[src/rtl/rca_pkg.sv]
// rca_pkg: widths, codes and the descriptor type shared by the route checker
// front end, its queue and its back end
// no dependencies
package rca_pkg;

	localparam int MAX_PORTS   = 64;
	localparam int MIN_PORTS   = 2;
	localparam int PORT_W      = 6;
	localparam int CNT_W       = 7;
	localparam int DIST_W      = 16;
	localparam int TOTAL_W     = 22;
	localparam int ADDR_W      = 2 * PORT_W;
	localparam int DIST_DEPTH  = MAX_PORTS * MAX_PORTS;
	localparam int QUEUE_DEPTH = 4;
	localparam int QPTR_W      = 2;
	localparam int OUT_DEPTH   = 2;

	localparam logic [TOTAL_W-1:0] DIST_SAT = '1;

	localparam logic [1:0] MODE_DIST  = 2'd0;
	localparam logic [1:0] MODE_PORT  = 2'd1;
	localparam logic [1:0] MODE_ROUTE = 2'd2;

	typedef enum logic [1:0] {
		OP_DIST  = 2'd0,
		OP_PORT  = 2'd1,
		OP_ROUTE = 2'd2
	} op_t;

	typedef enum logic [2:0] {
		ERR_NONE   = 3'd0,
		ERR_ORIGIN = 3'd1,
		ERR_INDEX  = 3'd2,
		ERR_DRAFT  = 3'd3,
		ERR_DEMAND = 3'd4,
		ERR_RETURN = 3'd5
	} err_t;

	typedef struct packed {
		op_t                 op;
		logic [ADDR_W-1:0]   dist_addr;
		logic [PORT_W-1:0]   port;
		logic [DIST_W-1:0]   data;
		logic                demand;
		err_t                pre_err;
		logic [PORT_W-1:0]   load;
		logic                last;
	} desc_t;

	typedef struct packed {
		logic                valid;
		err_t                code;
		logic [TOTAL_W-1:0]  total;
	} result_t;

endpackage

[src/rtl/rca_front.sv]
// rca_front: accepts input words, tracks route position and previous port,
// and turns each load or route word into a descriptor for the back end
// depends on rca_pkg
module rca_front (
	input  logic                         clk,
	input  logic                         arst_n,
	input  logic                         cfg_clear,
	input  logic [rca_pkg::CNT_W-1:0]    n,
	input  logic                         push,
	output logic                         full,
	input  logic [1:0]                   mode,
	input  logic [rca_pkg::PORT_W-1:0]   row_port,
	input  logic [rca_pkg::PORT_W-1:0]   col_port,
	input  logic [rca_pkg::DIST_W-1:0]   leg_distance,
	input  logic [rca_pkg::DIST_W-1:0]   draft_limit,
	input  logic                         has_demand,
	input  logic [rca_pkg::PORT_W-1:0]   route_port,
	input  logic                         q_full,
	output logic                         q_push,
	output rca_pkg::desc_t               q_desc
);

	logic [rca_pkg::CNT_W-1:0]  pos_q;
	logic [rca_pkg::PORT_W-1:0] prev_q;
	logic                       accept;
	logic                       last;
	logic [rca_pkg::CNT_W-1:0]  load_full;
	logic [rca_pkg::CNT_W-1:0]  port_ext;

	assign full      = q_full;
	assign accept    = push && !q_full;
	assign last      = (pos_q + rca_pkg::CNT_W'(1)) >= n;
	assign load_full = n - rca_pkg::CNT_W'(1) - pos_q;
	assign port_ext  = {1'b0, route_port};

	always_comb begin
		q_desc = '0;
		q_push = 1'b0;
		case (mode)
			rca_pkg::MODE_DIST: begin
				q_desc.op        = rca_pkg::OP_DIST;
				q_desc.dist_addr = {row_port, col_port};
				q_desc.data      = leg_distance;
				q_push           = accept;
			end
			rca_pkg::MODE_PORT: begin
				q_desc.op     = rca_pkg::OP_PORT;
				q_desc.port   = row_port;
				q_desc.data   = draft_limit;
				q_desc.demand = has_demand;
				q_push        = accept;
			end
			rca_pkg::MODE_ROUTE: begin
				q_desc.op        = rca_pkg::OP_ROUTE;
				q_desc.dist_addr = {prev_q, route_port};
				q_desc.port      = route_port;
				q_desc.load      = load_full[rca_pkg::PORT_W-1:0];
				q_desc.last      = last;
				q_push           = accept;
				// draft and demand checks need table data, done in the back end
				if (last) begin
					q_desc.pre_err = (route_port != '0) ? rca_pkg::ERR_RETURN
						: rca_pkg::ERR_NONE;
				end else if (port_ext >= n) begin
					q_desc.pre_err = rca_pkg::ERR_INDEX;
				end else if (route_port == '0) begin
					q_desc.pre_err = rca_pkg::ERR_ORIGIN;
				end else begin
					q_desc.pre_err = rca_pkg::ERR_NONE;
				end
			end
			default: begin
				q_push = 1'b0;
			end
		endcase
	end

	always_ff @(posedge clk or negedge arst_n) begin
		if (!arst_n) begin
			pos_q  <= '0;
			prev_q <= '0;
		end else if (cfg_clear) begin
			pos_q  <= '0;
			prev_q <= '0;
		end else if (accept && mode == rca_pkg::MODE_ROUTE) begin
			// the next route starts again from the origin
			prev_q <= last ? '0 : route_port;
			pos_q  <= last ? '0 : pos_q + rca_pkg::CNT_W'(1);
		end
	end

`ifndef SYNTHESIS
	a_pos_in_range: assert property (@(posedge clk) disable iff (!arst_n)
		pos_q < n)
		else $error("route position beyond port count");
	a_route_wraps: assert property (@(posedge clk) disable iff (!arst_n)
		accept && mode == rca_pkg::MODE_ROUTE && last && !cfg_clear |=> pos_q == '0)
		else $error("route position not cleared after last port");
	a_push_only_on_accept: assert property (@(posedge clk) disable iff (!arst_n)
		q_push |-> accept)
		else $error("queue push without accepted word");
`endif

endmodule

[config.mk]
export PLATFORM = sky130hd
export DESIGN_NAME = rca_front
export DESIGN_NICKNAME = d
export VERILOG_FILES = /design/src/rtl/rca_pkg.sv /design/src/rtl/rca_front.sv
export SDC_FILE = /design/constraint.sdc
export NUM_CORES = 1
export LEC_CHECK = 0
export ABC_AREA = 0
export BUFFER_PORTS_ARGS = -buffer_cell sky130_fd_sc_hd__buf_4
export CAP_MARGIN = 20
export CORE_AREA = 5 5 81 83
export CTS_BUF_LIST = sky130_fd_sc_hd__clkbuf_4
export DETAILED_ROUTE_END_ITERATION = 10
export DIE_AREA = 0 0 86 88
export PLACE_DENSITY = 0.7
export SYNTH_ARGS = -nofsm -noshare
export SYNTH_HDL_FRONTEND = slang
export SYNTH_SLANG_ARGS = --single-unit
[constraint.sdc]
create_clock -name clk -period 2.1 [get_ports clk]
set_input_delay 0.105 -clock clk [delete_from_list [all_inputs] [get_ports clk]]
set_output_delay 0.105 -clock clk [all_outputs]
set_load 0.02 [all_outputs]
; After elaboration in Yosys (flattened, before gate mapping)
; Cells that the tools add are included.
[op_classes]
reduce_logical = 8
n_lt_le_gt_ge = 2
n_eq_ne = 2
muxes = 17
addsub = 3
[op_table]
columns = cell, n
row1 = case mux 16 bit (2 select lines), 1
row2 = case mux 12 bit (2 select lines), 1
row3 = two-way mux 7 bit, 3
row4 = two-way mux 6 bit, 3
row5 = case mux 6 bit (2 select lines), 1
row6 = two-way mux 10 bit, 1
row7 = two-way mux 3 bit, 3
row8 = "adder 7 x 1 -> 7 bit, second input constant", 1
row9 = >= comparator 6 x 7 -> 1 bit, 1
row10 = >= comparator 7 bit, 1
row11 = zero test 6 bit, 1
row12 = nonzero test 6 bit, 1
row13 = "subtractor 6 x 1 -> 6 bit, second input constant", 1
row14 = subtractor 6 bit, 1
row15 = case mux 2 bit (2 select lines), 1
row16 = two-way mux 1 bit, 3
row17 = OR reduction 3 bit, 1
row18 = "equality test 2 x 1 -> 1 bit, second input constant", 1
row19 = "equality test 2 bit, second input constant", 1
row20 = logical AND 1 bit, 2
row21 = zero test 2 bit, 1
row22 = nonzero test 2 bit, 1
row23 = zero test 1 bit, 1
[totals]
register_bits = 13
elab_cells = 34
out_inout_bits = 49

; Logic depth before layout (Yosys ltp)
[depth]
word_depth = 5
mapped_depth = 9
depth_no_buf = 8

; Worst setup path before layout
; No wires, ideal clock.
[synth_timing]
path_type = reg-to-output
startpoint = register pos_q[1] (netlist bit)
endpoint = output port q_desc[7] (netlist bit)
t_required_ps = 1995
arrival_ps = 2277
slack_ps = -282
stages_incl_launch_ff = 9
path_buffers = 0
cell_sequence = dfrtp_1 ha_1 nand3_1 xnor2_1 ha_1 a211oi_1 o21bai_1 or2_2 o32ai_2
[synth_lines]
columns = item, line
row1 = start: declaration, rca_front.sv:23  ; logic [rca_pkg::CNT_W-1:0] pos_q;
row2 = start signal: assignment, rca_front.sv:88  ; pos_q <= last ? '0 : pos_q + rca_pkg::CNT_W'(1);
row3 = end: declaration, rca_front.sv:20  ; output rca_pkg::desc_t q_desc

==> impl_metrics.tcl <==
set metrics [dict create \
    synthArstFlopShare_pct 100 \
    viasPerCell 5.17 \
    chipWidth_um 86 \
    synthCells 188 \
    hold_path_class "in2reg" \
    grt_max_degree 27 \
    gr-usage-all-layers_pct 16.5 \
    drc 0 \
    fin_skew_ns 0.00553 \
    core_area_mm2 0.00578 \
    synth_nets 277 \
    drtIter0Drc 43 \
    fin_crit_ns 2.62 \
    nets 408 \
    cts_max_level 1 \
    slew_headroom_pct 44.4 \
    clockBufferDepth 2 \
    whs_ns 0.0986 \
    worst_ir_drop_vdd_uv 187 \
    crit_fanout 3 \
    place_ws_ns -0.397 \
    antenna_found_initial 0 \
    fp.dieArea_mm2 0.00757 \
    crit_path_start_kind "register" \
    grt_overflow_total 0 \
    cts_tree "yes" \
    crit_required_ns 2.00 \
    fmax_ghz 0.381 \
    drive_above_1_share_pct 54.7 \
    port-buffer-count 113 \
    syn_to_final_growth_pct 75.9 \
    ys.warnings.count 0 \
    num_vias 2031 \
    die_h_um 88 \
    synth.distinct_cells 45 \
    gp_congestion 0.873 \
    routed_wl_mm 6.48 \
    total_power_mw 0.898 \
    numClockSinks 13 \
    cts_root_buf "clkbuf_4" \
    synthesis.area_mm2 0.00166 \
    leakage_nw 1.54 \
    max_cap_viol_count 0 \
    ioPinCount 114 \
    n_fill_cell 550 \
    hold_viol_final 0 \
    violations "setup timing" \
    yosysTopAreaCellShare_pct 19.5 \
    row_count 28 \
    worstMarginPinSlew_ns 0.830 \
    status "complete, but fails checks" \
    synth_top_flop_cell "dfrtp_1" \
    powerDensity_mw_per_mm2 307 \
    worst_slack_ns -0.521 \
    firstDrtPassIters 4 \
    grt_pass1_wl_mm 10.1 \
    first_global_vias 2166 \
    numCtsBuffers 3 \
    min_period_over_period_pct 125 \
    synthTopCellsByArea "dfrtp_1, a22o_1, ha_1" \
    dpl.hpwl_mm 5.25 \
    ys_seq_elements 13 \
    multi_input_area_mm2 0.00135 \
    wl_per_cell_um 16.5 \
    synth.avg_cell_area_um2 8.85 \
    worstPathArrival_ns 2.52 \
    clkSlewWorstSetupHoldPaths_ns 0.09 \
    seq_area_um2 327 \
    worstSkewPairLatency_ns 0.28 \
    yosysSeqAreaShare_pct 19.5 \
    critPathKind "reg2out" \
    start_util_pct 28.8 \
    diodes 0 \
    setup_tns_ns -6.90 \
    rsz0062_at_grt "yes" \
    yosysTopAreaCell "dfrtp_1" \
    end_kind "output port" \
    ant_nets 0 \
    drv_slew 0 \
    synth-edff-count 0 \
    setup_violations 19 \
]
-- worst max-delay path, cell delays in order, from the launching register on --
cell and delay [ns]:
dfrtp_1 0.41, ha_4 0.17, buf_4 0.12, nand3_4 0.07, xnor2_2 0.15, ha_1 0.30, nand4_1 0.16, a211oi_4 0.07
buf_4 0.16, or2_4 0.26, o32ai_4 0.21, buf_6 0.15
-- synthesized netlist by cell type, types with 3 or more instances --
cell	n
buf_6	3
nand4_1	3
a21o_1	3
nor2b_1	8
xnor2_1	5
nor2_1	6
clkbuf_1	6
nand3_1	6
a22oi_1	6
nor3_1	3
dfrtp_1	13
nand2_1	5
ha_1	23
a22o_1	36
o21ai_0	5
inv_1	20
-- cell type report --
cell class | count | area share (%)
Clock buffer | 4 | 1.03
Inverter | 20 | 2.56
Multi-Input combinational cell | 144 | 46.2
Sequential cell | 13 | 11.2
Tap cell | 75 | 3.21
Timing Repair Buffer | 137 | 35.9
-- worst paths after layout --
check	from	to	slack (ns)	depth (start not counted)
min in group asynchronous	arst_n	pos_q[4]	0.20	2
max in group asynchronous	arst_n	pos_q[1]	1.71	2
min	route_port[0]	prev_q[0]	0.1	2
max reg2reg	pos_q[0]	pos_q[0]	-0.43	9
min reg2reg	prev_q[1]	prev_q[1]	0.52	1
max	pos_q[0]	q_desc[7]	-0.52	11
-- cells by family after synthesis --
group | count (synthesis) | synth area share [%]
fa+ha+maj | 24 | 18.5
flops | 13 | 19.5
mux | 1 | 0.677
compound gates | 64 | 31.6
simple gates | 48 | 17.4
xor+xnor | 7 | 3.68
buf+inv | 31 | 8.57
-- repair_timing --
| action | in CTS | in global routing |
|---|---|---|
| endpoints found under the setup margin | 20 | 20 |
| hold buffers | 1 | 0 |
| setup buffers | 1 | 1 |
| endpoints found under the hold margin | 13 | 0 |
| resized for setup | 21 | 10 |
| pin swaps | 5 | 4 |
| gates cloned | 0 | 0 |
-- per-layer routing --
layer	vias to the layer above	track usage (%)	part of all wire (%)
met2	98	30.1	50
met1	957	19.5	39
met3	8	4.52	9.0
met4	0	2.88	1.6
met5	-	0	0
li1	968	-	-
-- report_power, final --
part           switching (mW)  internal (mW)  leakage, nW
logic                   0.232          0.233         1.34
registers             0.00246          0.253        0.179
clock network          0.0912         0.0864       0.0184
-- registers in the layout (all words and copies together), names as in the netlist --
signal,cells
pos_q,7
prev_q,6
-- through the flow --
stage	util, %	std cells	area, µm²
6_report	50.6	393	2930
5_1_grt	50.6	393	2930
4_1_cts	49.5	392	2860
3_5_place_dp	47.3	386	2740
3_3_place_gp	47.3	386	2740
2_1_floorplan	-	188	1700
-- layout by cell type (no fill, tap or decap), types with 4 or more instances in the layout --
| cell type | instances |
|---|---|
| nor2_1 | 4 |
| a22o_1 | 36 |
| inv_1 | 18 |
| xnor2_2 | 4 |
| buf_4 | 131 |
| nor2b_1 | 7 |
| a22oi_1 | 6 |
| dfrtp_1 | 12 |
| ha_1 | 20 |
| nand2_1 | 5 |
| buf_6 | 5 |
| clkbuf_4 | 4 |
No activity file was read; power rests on OpenSTA's default activity.
