$ cat src/rtl/rca_pkg.sv
// rca_pkg: widths, codes and the descriptor type shared by the route checker
// front end, its queue and its back end
// no dependencies
package rca_pkg;

	localparam int MAX_PORTS   = 64;
	localparam int MIN_PORTS   = 2;
	localparam int PORT_W      = 6;
	localparam int CNT_W       = 7;
	localparam int DIST_W      = 16;
	localparam int TOTAL_W     = 22;
	localparam int ADDR_W      = 2 * PORT_W;
	localparam int DIST_DEPTH  = MAX_PORTS * MAX_PORTS;
	localparam int QUEUE_DEPTH = 4;
	localparam int QPTR_W      = 2;
	localparam int OUT_DEPTH   = 2;

	localparam logic [TOTAL_W-1:0] DIST_SAT = '1;

	localparam logic [1:0] MODE_DIST  = 2'd0;
	localparam logic [1:0] MODE_PORT  = 2'd1;
	localparam logic [1:0] MODE_ROUTE = 2'd2;

	typedef enum logic [1:0] {
		OP_DIST  = 2'd0,
		OP_PORT  = 2'd1,
		OP_ROUTE = 2'd2
	} op_t;

	typedef enum logic [2:0] {
		ERR_NONE   = 3'd0,
		ERR_ORIGIN = 3'd1,
		ERR_INDEX  = 3'd2,
		ERR_DRAFT  = 3'd3,
		ERR_DEMAND = 3'd4,
		ERR_RETURN = 3'd5
	} err_t;

	typedef struct packed {
		op_t                 op;
		logic [ADDR_W-1:0]   dist_addr;
		logic [PORT_W-1:0]   port;
		logic [DIST_W-1:0]   data;
		logic                demand;
		err_t                pre_err;
		logic [PORT_W-1:0]   load;
		logic                last;
	} desc_t;

	typedef struct packed {
		logic                valid;
		err_t                code;
		logic [TOTAL_W-1:0]  total;
	} result_t;

endpackage

$ cat src/rtl/rca_queue.sv
// rca_queue: short descriptor queue between front and back end
// depends on rca_pkg
module rca_queue (
	input  logic            clk,
	input  logic            arst_n,
	input  logic            push,
	input  rca_pkg::desc_t  wr_desc,
	output logic            full,
	input  logic            pop,
	output logic            empty,
	output rca_pkg::desc_t  head
);

	rca_pkg::desc_t                mem_q [rca_pkg::QUEUE_DEPTH];
	logic [rca_pkg::QPTR_W-1:0]    wr_q;
	logic [rca_pkg::QPTR_W-1:0]    rd_q;
	logic [rca_pkg::QPTR_W:0]      cnt_q;

	assign full  = cnt_q == (rca_pkg::QPTR_W+1)'(rca_pkg::QUEUE_DEPTH);
	assign empty = cnt_q == '0;
	assign head  = mem_q[rd_q];

	always_ff @(posedge clk) begin
		if (push) begin
			mem_q[wr_q] <= wr_desc;
		end
	end

	always_ff @(posedge clk or negedge arst_n) begin
		if (!arst_n) begin
			wr_q  <= '0;
			rd_q  <= '0;
			cnt_q <= '0;
		end else begin
			if (push) begin
				wr_q <= wr_q + rca_pkg::QPTR_W'(1);
			end
			if (pop) begin
				rd_q <= rd_q + rca_pkg::QPTR_W'(1);
			end
			if (push && !pop) begin
				cnt_q <= cnt_q + (rca_pkg::QPTR_W+1)'(1);
			end else if (pop && !push) begin
				cnt_q <= cnt_q - (rca_pkg::QPTR_W+1)'(1);
			end
		end
	end

`ifndef SYNTHESIS
	a_no_pop_empty: assert property (@(posedge clk) disable iff (!arst_n)
		pop |-> !empty)
		else $error("pop from empty descriptor queue");
	a_no_push_full: assert property (@(posedge clk) disable iff (!arst_n)
		push |-> !full)
		else $error("push into full descriptor queue");
	a_count_bound: assert property (@(posedge clk) disable iff (!arst_n)
		cnt_q <= (rca_pkg::QPTR_W+1)'(rca_pkg::QUEUE_DEPTH))
		else $error("descriptor queue count overflow");
`endif

endmodule

$ cat config.mk
export PLATFORM = sky130hd
export DESIGN_NAME = rca_queue
export DESIGN_NICKNAME = d
export VERILOG_FILES = /design/src/rtl/rca_pkg.sv /design/src/rtl/rca_queue.sv
export SDC_FILE = /design/constraint.sdc
export NUM_CORES = 1
export LEC_CHECK = 0
export BUFFER_PORTS_ARGS = -buffer_cell sky130_fd_sc_hd__buf_4
export CAP_MARGIN = 10
export CORE_MARGIN = 1.5
export CORE_UTILIZATION = 57
export CTS_CLUSTER_SIZE = 28
export DETAILED_ROUTE_END_ITERATION = 7
export PLACE_DENSITY = 0.84
export SLEW_MARGIN = 20
export SYNTH_ARGS = -nofsm -noshare
export SYNTH_HDL_FRONTEND = slang
export SYNTH_SLANG_ARGS = --single-unit
$ cat constraint.sdc
create_clock -name clk -period 2.5 [get_ports clk]
set_input_delay 0.5 -clock clk [delete_from_list [all_inputs] [get_ports clk]]
set_output_delay 0.5 -clock clk [all_outputs]
set_load 0.005 [all_outputs]
### Word-level counts from Yosys, hierarchy flattened

Memory sizes are Yosys's and may differ from the RTL's.
Cells that the tools add are included.

* $add $sub $neg: 4
* multipliers: 0
* divide/modulo/power cells: 0
* $lt $le $gt $ge: 0
* eq/ne operators: 1
* shift-type cells: 0
* muxes and demuxes: 4
* bitwise operators: 0
* reduce and logical (&&, ||, !) cells: 6

Operator list (count)
* 3-bit 2-to-1 mux: 2
* 2-bit by 1-bit adder with 2-bit output, second input constant: 2
* 3-bit by 1-bit adder with 3-bit output, second input constant: 1
* 3-bit equality test, second input constant: 1
* 3-bit zero test: 1
* 3-bit by 1-bit subtractor with 3-bit output, second input constant: 1
* 1-bit logical AND: 2
* 1-bit zero test: 2
* 1-bit 2-to-1 mux: 2
* 2-bit nonzero test: 1

* flip-flop bits (word level): 7
* latch bits: 0
* RAM bits: 188
* memory bits (read-only): 0
* input port bits: 51
* output and inout port bits: 49
* word-level logic and storage cells: 19
* memories kept: 1

Memories
* mem_q: words 4, bits a word 47, rd ports 1, clocked after memory_dff 0, write ports 1, RTL line rca_queue.sv:14 `rca_pkg::desc_t mem_q [rca_pkg::QUEUE_DEPTH];`

### Longest topological paths before layout

Gate-level depths: netlist of the first run.

* depth after elaboration: 4
* gate-level depth with buffers: 7
* depth with buffers taken out: 7

### Least setup slack after synthesis of the first run

Ideal clock, no wire load.

* path type: register to register
* start: reg wr_q[0] in the netlist's numbering
* end: mem mem_q[2][0] in the netlist's numbering, enable pin
* library setup time: 0.409 ns
* arrival time: 1.740 ns
* required time: 2.091 ns
* slack: 0.351 ns
* cell stages (with the launch flop): 4
* path buffers: 0
* period minus slack after synthesis: 2.149 ns
* cell sequence: dfrtp_1 inv_1 ha_1 and2_1

RTL lines
* from (decl): RTL line rca_queue.sv:15 `logic [rca_pkg::QPTR_W-1:0] wr_q;`
* from (signal assigned): RTL line rca_queue.sv:36 `wr_q <= wr_q + rca_pkg::QPTR_W'(1);`
* to (decl): RTL line rca_queue.sv:14

No word-level cell before the write port.

==> impl_results.md, run 1 <==
* TritonRoute pass-1 iters at 6
* Most common cell in the netlist: edfxtp_1
* Min-Delay Path Class: in2reg
* Critical Path End Type: output port
* WP data arrival at between 1500 and 2000 ps
* Routed WL per cell at 20.95 um
* # port buffers at 99
* Clock period minus worst slack at ~2400 ps
* Initial Utilization at 59.19%
* Vias per std cell at 5.571
* Antenna violations before repair at 0
* Power Density at ~1200 nW/um2
* Yosys warning count at 0
* Total Power at 10.19 mW
* Vias in the first global route at 3546
* Reg-to-reg startpoint: wr_q[0]
* Row count at 40
* Final setup vio count at 0
* Kind of critical path: reg2out
* Unrepaired setup endpoints after global routing: no
* Worst VDD drop at 0.8031 mV
* Critical path origin: rd_q[0]
* Most frequent cells after synthesis: edfxtp_1, mux4_2, dfrtp_1, ha_1
* Sequential cell area fraction in the yosys report at between 80 and 90%
* CP max FO at 25
* Detail Route Antenna Nets at 0
* ANT cells at 0
* Pins Over Slew Limit at 0
* Top-area cell type share of the netlist area at 78.43%
* Core area at 12160 um2
* Async set or reset register ratio after synthesis at 3.590%
* Die W at roughly 120 um
* Fin Clk Skew at 5.867 ps
* Final hold viol count at 0
* Final Net Count at 457
* I/O pin count at 100
* Clock Path Buffers at 2
* Total of max-cap violations at 0
* Layout area overhead at 22.28%
* #FFs+latches synth at 195
* Die span in y at between 100 and 150 um
* Detail Placement HPWL at 7697 um
* Top post-synthesis cells by area: edfxtp_1, mux4_2, dfrtp_1
* CTS buffer count at 17
* Post-synth EDFFs at roughly 190
* Sink Count at 195
* Final GP Congestion at 0.6977
* Post-Route WL at roughly 12000 um
* Post-CTS setup buffers at 0
* Layout cell share with drive strength beyond 1 at 46.49%
* Post-Syn Nets at 337
* Syn avg cell area at 25.71 um2
* Root Driver: clkbuf_16
* Gate Count Post-Synth at 280
* Total gr overflow at 0
* Hold Startpoint: wr_desc[31]
* Total Die Area at 13310 um2
* Clk slew on worst S/H paths at about 60 ps
* Setup TNS at 0 ps
* Relative slew slack at 73.50%
* Worst-margin pin slew at about 400 ps
* Pin count of the biggest net entering global routing at 26
* Leakage power at 3.083 nW
* H-tree lvl count at 4
* Yosys cell types at 21
* Synth area leader: edfxtp_1
* Fillers at 711
* GRT Resource Usage Total at 20.17%
* First-pass GRT wire length at 18710 um
* Fmax at 422.3 MHz
* Critical Path Source Type: flip-flop
* Worst-Skew Late Latency at 430 ps
* Flop2flop setup slack at 1000 ps
* Number of DRC markers in iteration 0 at 195
* Mapped Area at 7198 um2
* CTS tree: done
* Synth Flop Type: edfxtp_1
* Drc violations at 0
* Final worst path period share at about 95%
* Run status: finished clean
* WP data required at 2000 ps
* Via Count at about 3200
==> what timing repair did <==
item                       4_1_cts  5_1_grt
setup endpoints to repair        0        0
hold buffers                     1        0
gates resized for setup          0        0
hold endpoints to repair         7        0
==> metal layers <==
metal / share of wire (%) / GRT usage (%)
met1: 39 / 24.59
met2: 51 / 32.66
met3: 7.8 / 7.591
met4: 2.1 / 8.807
met5: 0 / 0
==> metrics by stage <==
step	area [um2]	setup slack, ps	utilization [%]	std cells	hold WS [ps]
2_1_floorplan	7198	350.5	-	280	204.4
3_3_place_gp	8180	574.4	67.26	548	315.0
3_5_place_dp	8180	578.5	67.26	548	314.3
4_1_cts	8802	84.39	72.38	581	241.6
5_1_grt	8802	58.19	72.38	581	250.5
6_report	8802	132.2	72.38	581	266.4
==> registers in the layout, summed over array words and instances (netlist names) <==
signal  flops
mem_q     188
cnt_q       3
rd_q        2
wr_q        2
==> kinds of logic after synthesis <==
logic type	after synthesis	synth area share [%]
DFF	195	80.86
muxes	48	14.97
buffers and inverters	15	1.547
and+or+nand+nor	9	0.6778
xor gates and xnor gates	6	0.7300
adders and majority gates	6	1.147
AOI/OAI and AO/OA	1	0.06946
==> final cells by class <==
| type | count | area (um2) | share of cell area (%) |
|---|---|---|---|
| clock inverters | 15 | 186.4 | 2.118 |
| inverters | 4 | 15.01 | 0.1706 |
| multi-input cells | 70 | 1271 | 14.44 |
| repair buffers | 112 | 868.3 | 9.865 |
| well taps | 168 | 210.2 | 2.388 |
| clock buffers | 17 | 425.4 | 4.833 |
| flip-flops and latches | 195 | 5826 | 66.18 |
==> cell usage in the layout, fill, tap and decap left out, types with 2 or more instances in the layout <==
cell type | synthesis | layout
dfrtp_1 | 7 | 5
clkinv_2 | 0 | 4
buf_12 | 2 | 2
inv_6 | 0 | 2
edfxtp_1 | 188 | 188
clkinv_1 | 0 | 3
inv_1 | 4 | 4
bufinv_16 | 0 | 4
clkbuf_16 | 0 | 17
and2_2 | 0 | 4
mux4_2 | 45 | 45
clkinv_4 | 0 | 2
xnor2_1 | 2 | 2
nand2_1 | 2 | 2
ha_1 | 5 | 5
mux4_1 | 2 | 2
buf_4 | 3 | 109
xor2_1 | 4 | 4
==> power breakdown <==
| group | internal [mW] | switching [mW] | total [mW] | leakage, nW |
|---|---|---|---|---|
| clock | 1.66 | 1.09 | 2.75 | 0.304 |
| combinational | 1.62 | 1.34 | 2.97 | 0.973 |
| sequential | 4.29 | 0.179 | 4.47 | 1.81 |
==> worst max-delay path, stage by stage (launching register included) <==
cell and delay, ps:
dfrtp_4 440, buf_12 230, mux4_1 600, buf_4 160
==> worst paths after layout <==
path | to | depth (start not counted)
min in group asynchronous | wr_q[1] | 2
max reg2reg | mem_q[2][1] | 4
max in group asynchronous | rd_q[0] | 2
min reg2reg | cnt_q[2] | 1
max | head[33] | 3
min | mem_q[2][31] | 1
No activity file was read; power rests on OpenSTA's default activity.
==> run 2: changes to the inputs <==
--- a/config.mk
+++ b/config.mk
@@ -5,13 +5,14 @@
 export SDC_FILE = /design/constraint.sdc
 export NUM_CORES = 1
 export LEC_CHECK = 0
-export BUFFER_PORTS_ARGS = -buffer_cell sky130_fd_sc_hd__buf_4
 export CAP_MARGIN = 10
+export CORE_ASPECT_RATIO = 1.1
 export CORE_MARGIN = 1.5
-export CORE_UTILIZATION = 57
+export CORE_UTILIZATION = 59
 export CTS_CLUSTER_SIZE = 28
 export DETAILED_ROUTE_END_ITERATION = 7
-export PLACE_DENSITY = 0.84
+export DONT_BUFFER_PORTS = 1
+export PLACE_DENSITY = 0.8
 export SLEW_MARGIN = 20
 export SYNTH_ARGS = -nofsm -noshare
 export SYNTH_HDL_FRONTEND = slang
==> run 2 against run 1 <==
Net effect: power down 9.6%; utilization down 5.5 points; worst setup slack worse by 3.9 ps; fmax down 0.17%; sequential cell count unchanged; via count down 12%; routed wire length down 5.3%; largest cell class unchanged; largest power group unchanged; cell count down 19%.
==> impl_results.md, run 2 (synthesized netlist as in run 1, its figures left out) <==
* Run status: finished clean
* Crit path to: head[41]
* H-tree lvl count at 4
* Reg-to-reg startpoint: wr_q[0]
* Leakage power at 2.587 nW
* Final hold viol count at 0
* Relative slew slack at 70.86%
* Layout cell share with drive strength beyond 1 at approximately 30%
* Final worst path period share at between 90% and 100%
* Critical Path End Type: output port
* Die span in y at 118.8 um
* Final GP Congestion at 0.6525
* Fin Clk Skew at 6.423 ps
* Placed instance count at 435
* Detail Route Antenna Nets at 0
* Root Driver: clkbuf_16
* I/O pin count at 100
* Critical path's slowest cell: dfrtp_4
* # port buffers at 0
* Final Net Count at 359
* Total Die Area at 12870 um2
* Total of max-cap violations at 0
* Core area at around 12000 um2
* Via Count at 2858
* Routed WL per cell at between 20 and 25 um
* Antenna violations before repair at 0
* Sink Count at 195
* ANT cells at 0
* Power Density at about 1100 nW/um2
* Row count at 42
* CTS tree: done
* Fmax at 421.6 MHz
* Final setup vio count at 0
* Critical Path Source Type: flip-flop
* Setup TNS at 0 ps
* Post-route cell area at 8015 um2
* Pins Over Slew Limit at 0
* Min-Delay Path Class: in2reg
* Post-cts repair resize count at 0
* Max reg flops at 188
* Number of DRC markers in iteration 0 at 170
* Worst VDD drop at roughly 0.63 mV
* Total Power at 9.210 mW
* Reg2Reg Depth at 3
* Max incr delay on CP at 640 ps
* Commonest non-fill, non-tap cell in the layout: edfxtp_1
* Area of placed instances at 7420 um2
* Initial Utilization at 60.08%
* FF-to-FF End: mem_q[3][1]
* CTS buffer count at 17
* Drc violations at 0
* Detail Placement HPWL at 6941 um
* Commonest cells after routing, fill and taps aside: edfxtp_1, mux4_2, clkbuf_16
* Reg with most FFs: mem_q
* TritonRoute pass-1 iters at 4
* Critical path origin: rd_q[0]
* GRT Resource Usage Total at ~20%
* Total gr overflow at 0
* Layout Utilization at 66.90%
* Fin cells at 469
* Vias in the first global route at 3100
* Clk slew on worst S/H paths at 60 ps
* Clock period minus worst slack at 2372 ps
* CP max FO at 15
* Pin count of the biggest net entering global routing at 43
* Clock Path Buffers at 2
* Worst-margin pin slew at 437.2 ps
* Flop2flop setup slack at 810 ps
* WP data arrival at around 1900 ps
* WP data required at 2000 ps
* Worst-Skew Late Latency at 410 ps
* Largest registers: mem_q x188, cnt_q x3
* Hold Startpoint: push
* First-pass GRT wire length at roughly 18000 um
* Crit-path cells: buf_4 -> mux4_2
* Die W at about 110 um
* Post-Route WL at 11530 um
* Vias per std cell at 6.094
* Kind of critical path: reg2out
* Unrepaired setup endpoints after global routing: no
* Layout area overhead at 11.35%
[run 2: critical path, delay by kind of cell (launching register included)]
kind	cells	cell delay, ps
buffers and inverters	1	260
flip-flops	1	640
multiplexers	1	550
[run 2: worst min path at each step]
stage | endpoint | slack (ps) | cells after the start
2_1_floorplan | cnt_q[0] | 200 | 0
3_3_place_gp | cnt_q[2] | 200 | 0
3_5_place_dp | cnt_q[2] | 200 | 0
4_1_cts | wr_q[0] | 140 | 1
5_1_grt | mem_q[1][38] | 150 | 0
6_report | wr_q[0] | 160 | 1
[run 2: layout make-up]
cell class	instances	area [um2]
Multi-Input combinational cell	70	1271
Tap cell	154	192.7
Inverter	4	15.01
Clock inverter	13	132.6
Clock buffer	19	432.9
Sequential cell	195	5826
Fill cell	736	3966
Timing Repair Buffer	14	145.1
[run 2: metal layers]
| layer | track usage, % | vias to the layer above | share of wire, % |
|---|---|---|---|
| met5 | 0 | - | 0 |
| met4 | 6.497 | 0 | 0.86 |
| met3 | 6.459 | 8 | 6.9 |
| met2 | 32.24 | 109 | 54 |
| met1 | 24.91 | 1509 | 38 |
| li1 | - | 1232 | - |
[run 2: repair_timing]
action | 4_1_cts | 5_1_grt
setup buffers | 1 | 0
hold buffers | 1 | 0
endpoints found under the setup margin | 22 | 0
hold endpoints to repair | 7 | 0
[run 2: through the flow]
stage | hold slack, ps | setup slack (ps)
after global placement | 204.6 | 332.0
after CTS | 141.4 | 68.34
after floorplan | 204.4 | 350.5
after global routing | 149.5 | 18.61
after detailed placement | 204.6 | 320.5
final | 163.7 | 128.3
[run 2: power by group]
group / internal, mW / switching (mW)
clock: 1.47 / 1.09
sequential: 4.29 / 0.263
combinational: 1.03 / 1.07
==> run 3: changes to the inputs <==
--- a/config.mk
+++ b/config.mk
@@ -6,13 +6,15 @@
 export NUM_CORES = 1
 export LEC_CHECK = 0
 export CAP_MARGIN = 10
+export CELL_PAD_IN_SITES_DETAIL_PLACEMENT = 1
+export CELL_PAD_IN_SITES_GLOBAL_PLACEMENT = 1
 export CORE_ASPECT_RATIO = 1.1
 export CORE_MARGIN = 1.5
-export CORE_UTILIZATION = 59
+export CORE_UTILIZATION = 55
 export CTS_CLUSTER_SIZE = 28
 export DETAILED_ROUTE_END_ITERATION = 7
 export DONT_BUFFER_PORTS = 1
-export PLACE_DENSITY = 0.8
+export PLACE_DENSITY = 0.83
 export SLEW_MARGIN = 20
 export SYNTH_ARGS = -nofsm -noshare
 export SYNTH_HDL_FRONTEND = slang
==> run 3 against run 2 <==
Net effect: the flow now finishes with violations (design-rule violations); sequential share of layout area decreased by 0.83 points; design area increased by 1.2%; global-route usage increased by 0.39 points; utilization shrank 3.0 points; power grew 3.7%; cell count grew 0.43%; clock-buffer cell count fell by 2; via count increased by 0.63%; first-iteration DRC count grew 7.6%; clock skew barely moved; clock power increased by 11%; worst setup slack got worse by 6.3 ps; critical endpoint is now head[12]; highest routed layer unchanged.
==> impl_results.md, run 3 (synthesized netlist as in run 1, its figures left out) <==
* Fillers at 956
* Combinational share of power at about 23%
* Die span in y at around 120 um
* Reg2Reg Depth at 4
* Vias per std cell at 6.106
* Post-Route WL at roughly 13000 um
* Worst-margin pin slew at 456.2 ps
* Reg-to-reg startpoint: wr_q[0]
* Kind of critical path: reg2out
* Commonest cells after routing, fill and taps aside: edfxtp_1, mux4_2, clkbuf_16
* Worst VDD drop at 0.6594 mV
* Sw Ratio at a little over a quarter
* Max reg flops at 188
* Final setup vio count at 0
* Clk slew on worst S/H paths at 60 ps
* Routed WL per cell at ~27 um
* GRT Resource Usage Total at 20.03%
* Clock power frac at between 20% and 30%
* WP data arrival at 1880 ps
* Psw at 2.516 mW
* Initial Utilization at 56.69%
* Critical Path Source Type: flip-flop
* First-pass GRT wire length at roughly 19000 um
* H-tree lvl count at 4
* Row count at 43
* Setup TNS at 0 ps
* Vias in the first global route at 3180
* Reg with most FFs: mem_q
* Unrepaired setup endpoints after global routing: no
* Critical Path End Type: output port
* Largest registers: mem_q x188, cnt_q x3
* Leakage power at approximately 2.6 nW
* Fmax at 420.5 MHz
* Clock period minus worst slack at 2378 ps
* Final worst path period share at 95.12%
* ANT cells at 0
* Post-cts repair resize count at 0
* Sink Count at between 150 and 200
* Pin count of the biggest net entering global routing at 48
* Power Density at 1178 nW/um2
* Final Worst Setup Slack at about 120 ps
* Total gr overflow at 0
* Critical path origin: rd_q[0]
* Placed instance count at 437
* Die W at approximately 110 um
* FF-to-FF End: mem_q[0][10]
* Commonest non-fill, non-tap cell in the layout: edfxtp_1
* Run status: finished, violations left
* Detail Placement HPWL at 8076 um
* # port buffers at 0
* Flop2flop setup slack at just over 700 ps
* CTS buffer count at 17
* Layout cell share with drive strength beyond 1 at 29.94%
* Flop pwr share at between 40 and 50%
* TritonRoute pass-1 iters at 8
* Register area at 5826 um2
* Design internal power at between 7 and 8 mW
* Total of max-cap violations at 0
* Post-Place Worst Slack at approximately 390 ps
* Fin Clk Skew at 6.841 ps
* Min-Delay Path Class: in2reg
* Worst-Skew Late Latency at 420 ps
* WP data required at 2000 ps
* Core area at 12700 um2
* Number of DRC markers in iteration 0 at roughly 180
* Clock Path Buffers at 2
* Total Die Area at 13780 um2
* Antenna violations before repair at 0
* Root Driver: clkbuf_16
* Area occupied by multi-input gates at 1271 um2
* Final Net Count at 358
* Failing checks: design-rule violations
* CP max FO at 17
* Fin cells at roughly 470
* I/O pin count at 100
* Final GP Congestion at 0.7255
* Detail Route Antenna Nets at 0
* Relative slew slack at a little over two thirds
* CTS tree: done
* Drc violations at 10
* Pins Over Slew Limit at 0
* Crit path to: head[12]
* Hold Startpoint: pop
* Final hold viol count at 0
* Layout area overhead at 12.64%
* Via Count at 2876
run 3: layer usage:
layer  global-route usage, %  vias to the layer above  share of wire (%)
li1                        -                     1225                  -
met1                   25.12                     1515                 41
met2                   31.75                      119                 49
met3                   7.010                       17                8.1
met4                   9.968                        0                1.8
met5                       0                        -                  0
run 3: power by group through the flow:
| stage | Clock, mW | Sequential [mW] | Combinational, mW |
|---|---|---|---|
| floorplan | 0 | 4.48 | 1.74 |
| global placement | 0 | 4.62 | 2.03 |
| detailed placement | 0 | 4.69 | 2.10 |
| CTS | 2.89 | 4.58 | 2.23 |
| global route | 3.00 | 4.62 | 2.34 |
| finish | 2.83 | 4.57 | 2.16 |
run 3: repair_timing:
| action | 4_1_cts | 5_1_grt |
|---|---|---|
| hold buffers | 1 | 0 |
| endpoints found under the hold margin | 7 | 0 |
| buffers inserted | 1 | 0 |
| endpoints found under the setup margin | 27 | 0 |
run 3: how the worst min path moves through the flow:
stage / to / slack [ps] / depth (start not counted)
after floorplan: cnt_q[0] / 200 / 0
after global placement: wr_q[0] / 200 / 0
after detailed placement: wr_q[0] / 200 / 0
after CTS: rd_q[0] / 130 / 1
after global routing: wr_q[0] / 130 / 1
final: rd_q[0] / 160 / 1
run 3: final cells by class:
type	instances	area share, %
sequential	195	71.85
multi-input combinational	70	15.68
timing repair buffer	13	2.099
clock buffer	17	5.247
clock inverter	15	2.515
inverter	4	0.1852
tap	157	2.423
run 3: stage by stage:
stage | utilization [%] | power, mW | instance area, um2 | hold WS, ps
after floorplan | - | 6.220 | 7198 | 204.4
after detailed placement | 58.60 | 6.789 | 7441 | 204.6
final | 63.85 | 9.553 | 8108 | 156.8
after global routing | 63.85 | 9.968 | 8108 | 134.1
after global placement | 58.60 | 6.654 | 7441 | 204.6
after CTS | 63.85 | 9.697 | 8108 | 128.6
run 3: critical path, stage by stage (launching register included):
cell and delay [ps]:
dfrtp_4 660, buf_12 230, mux4_2 550
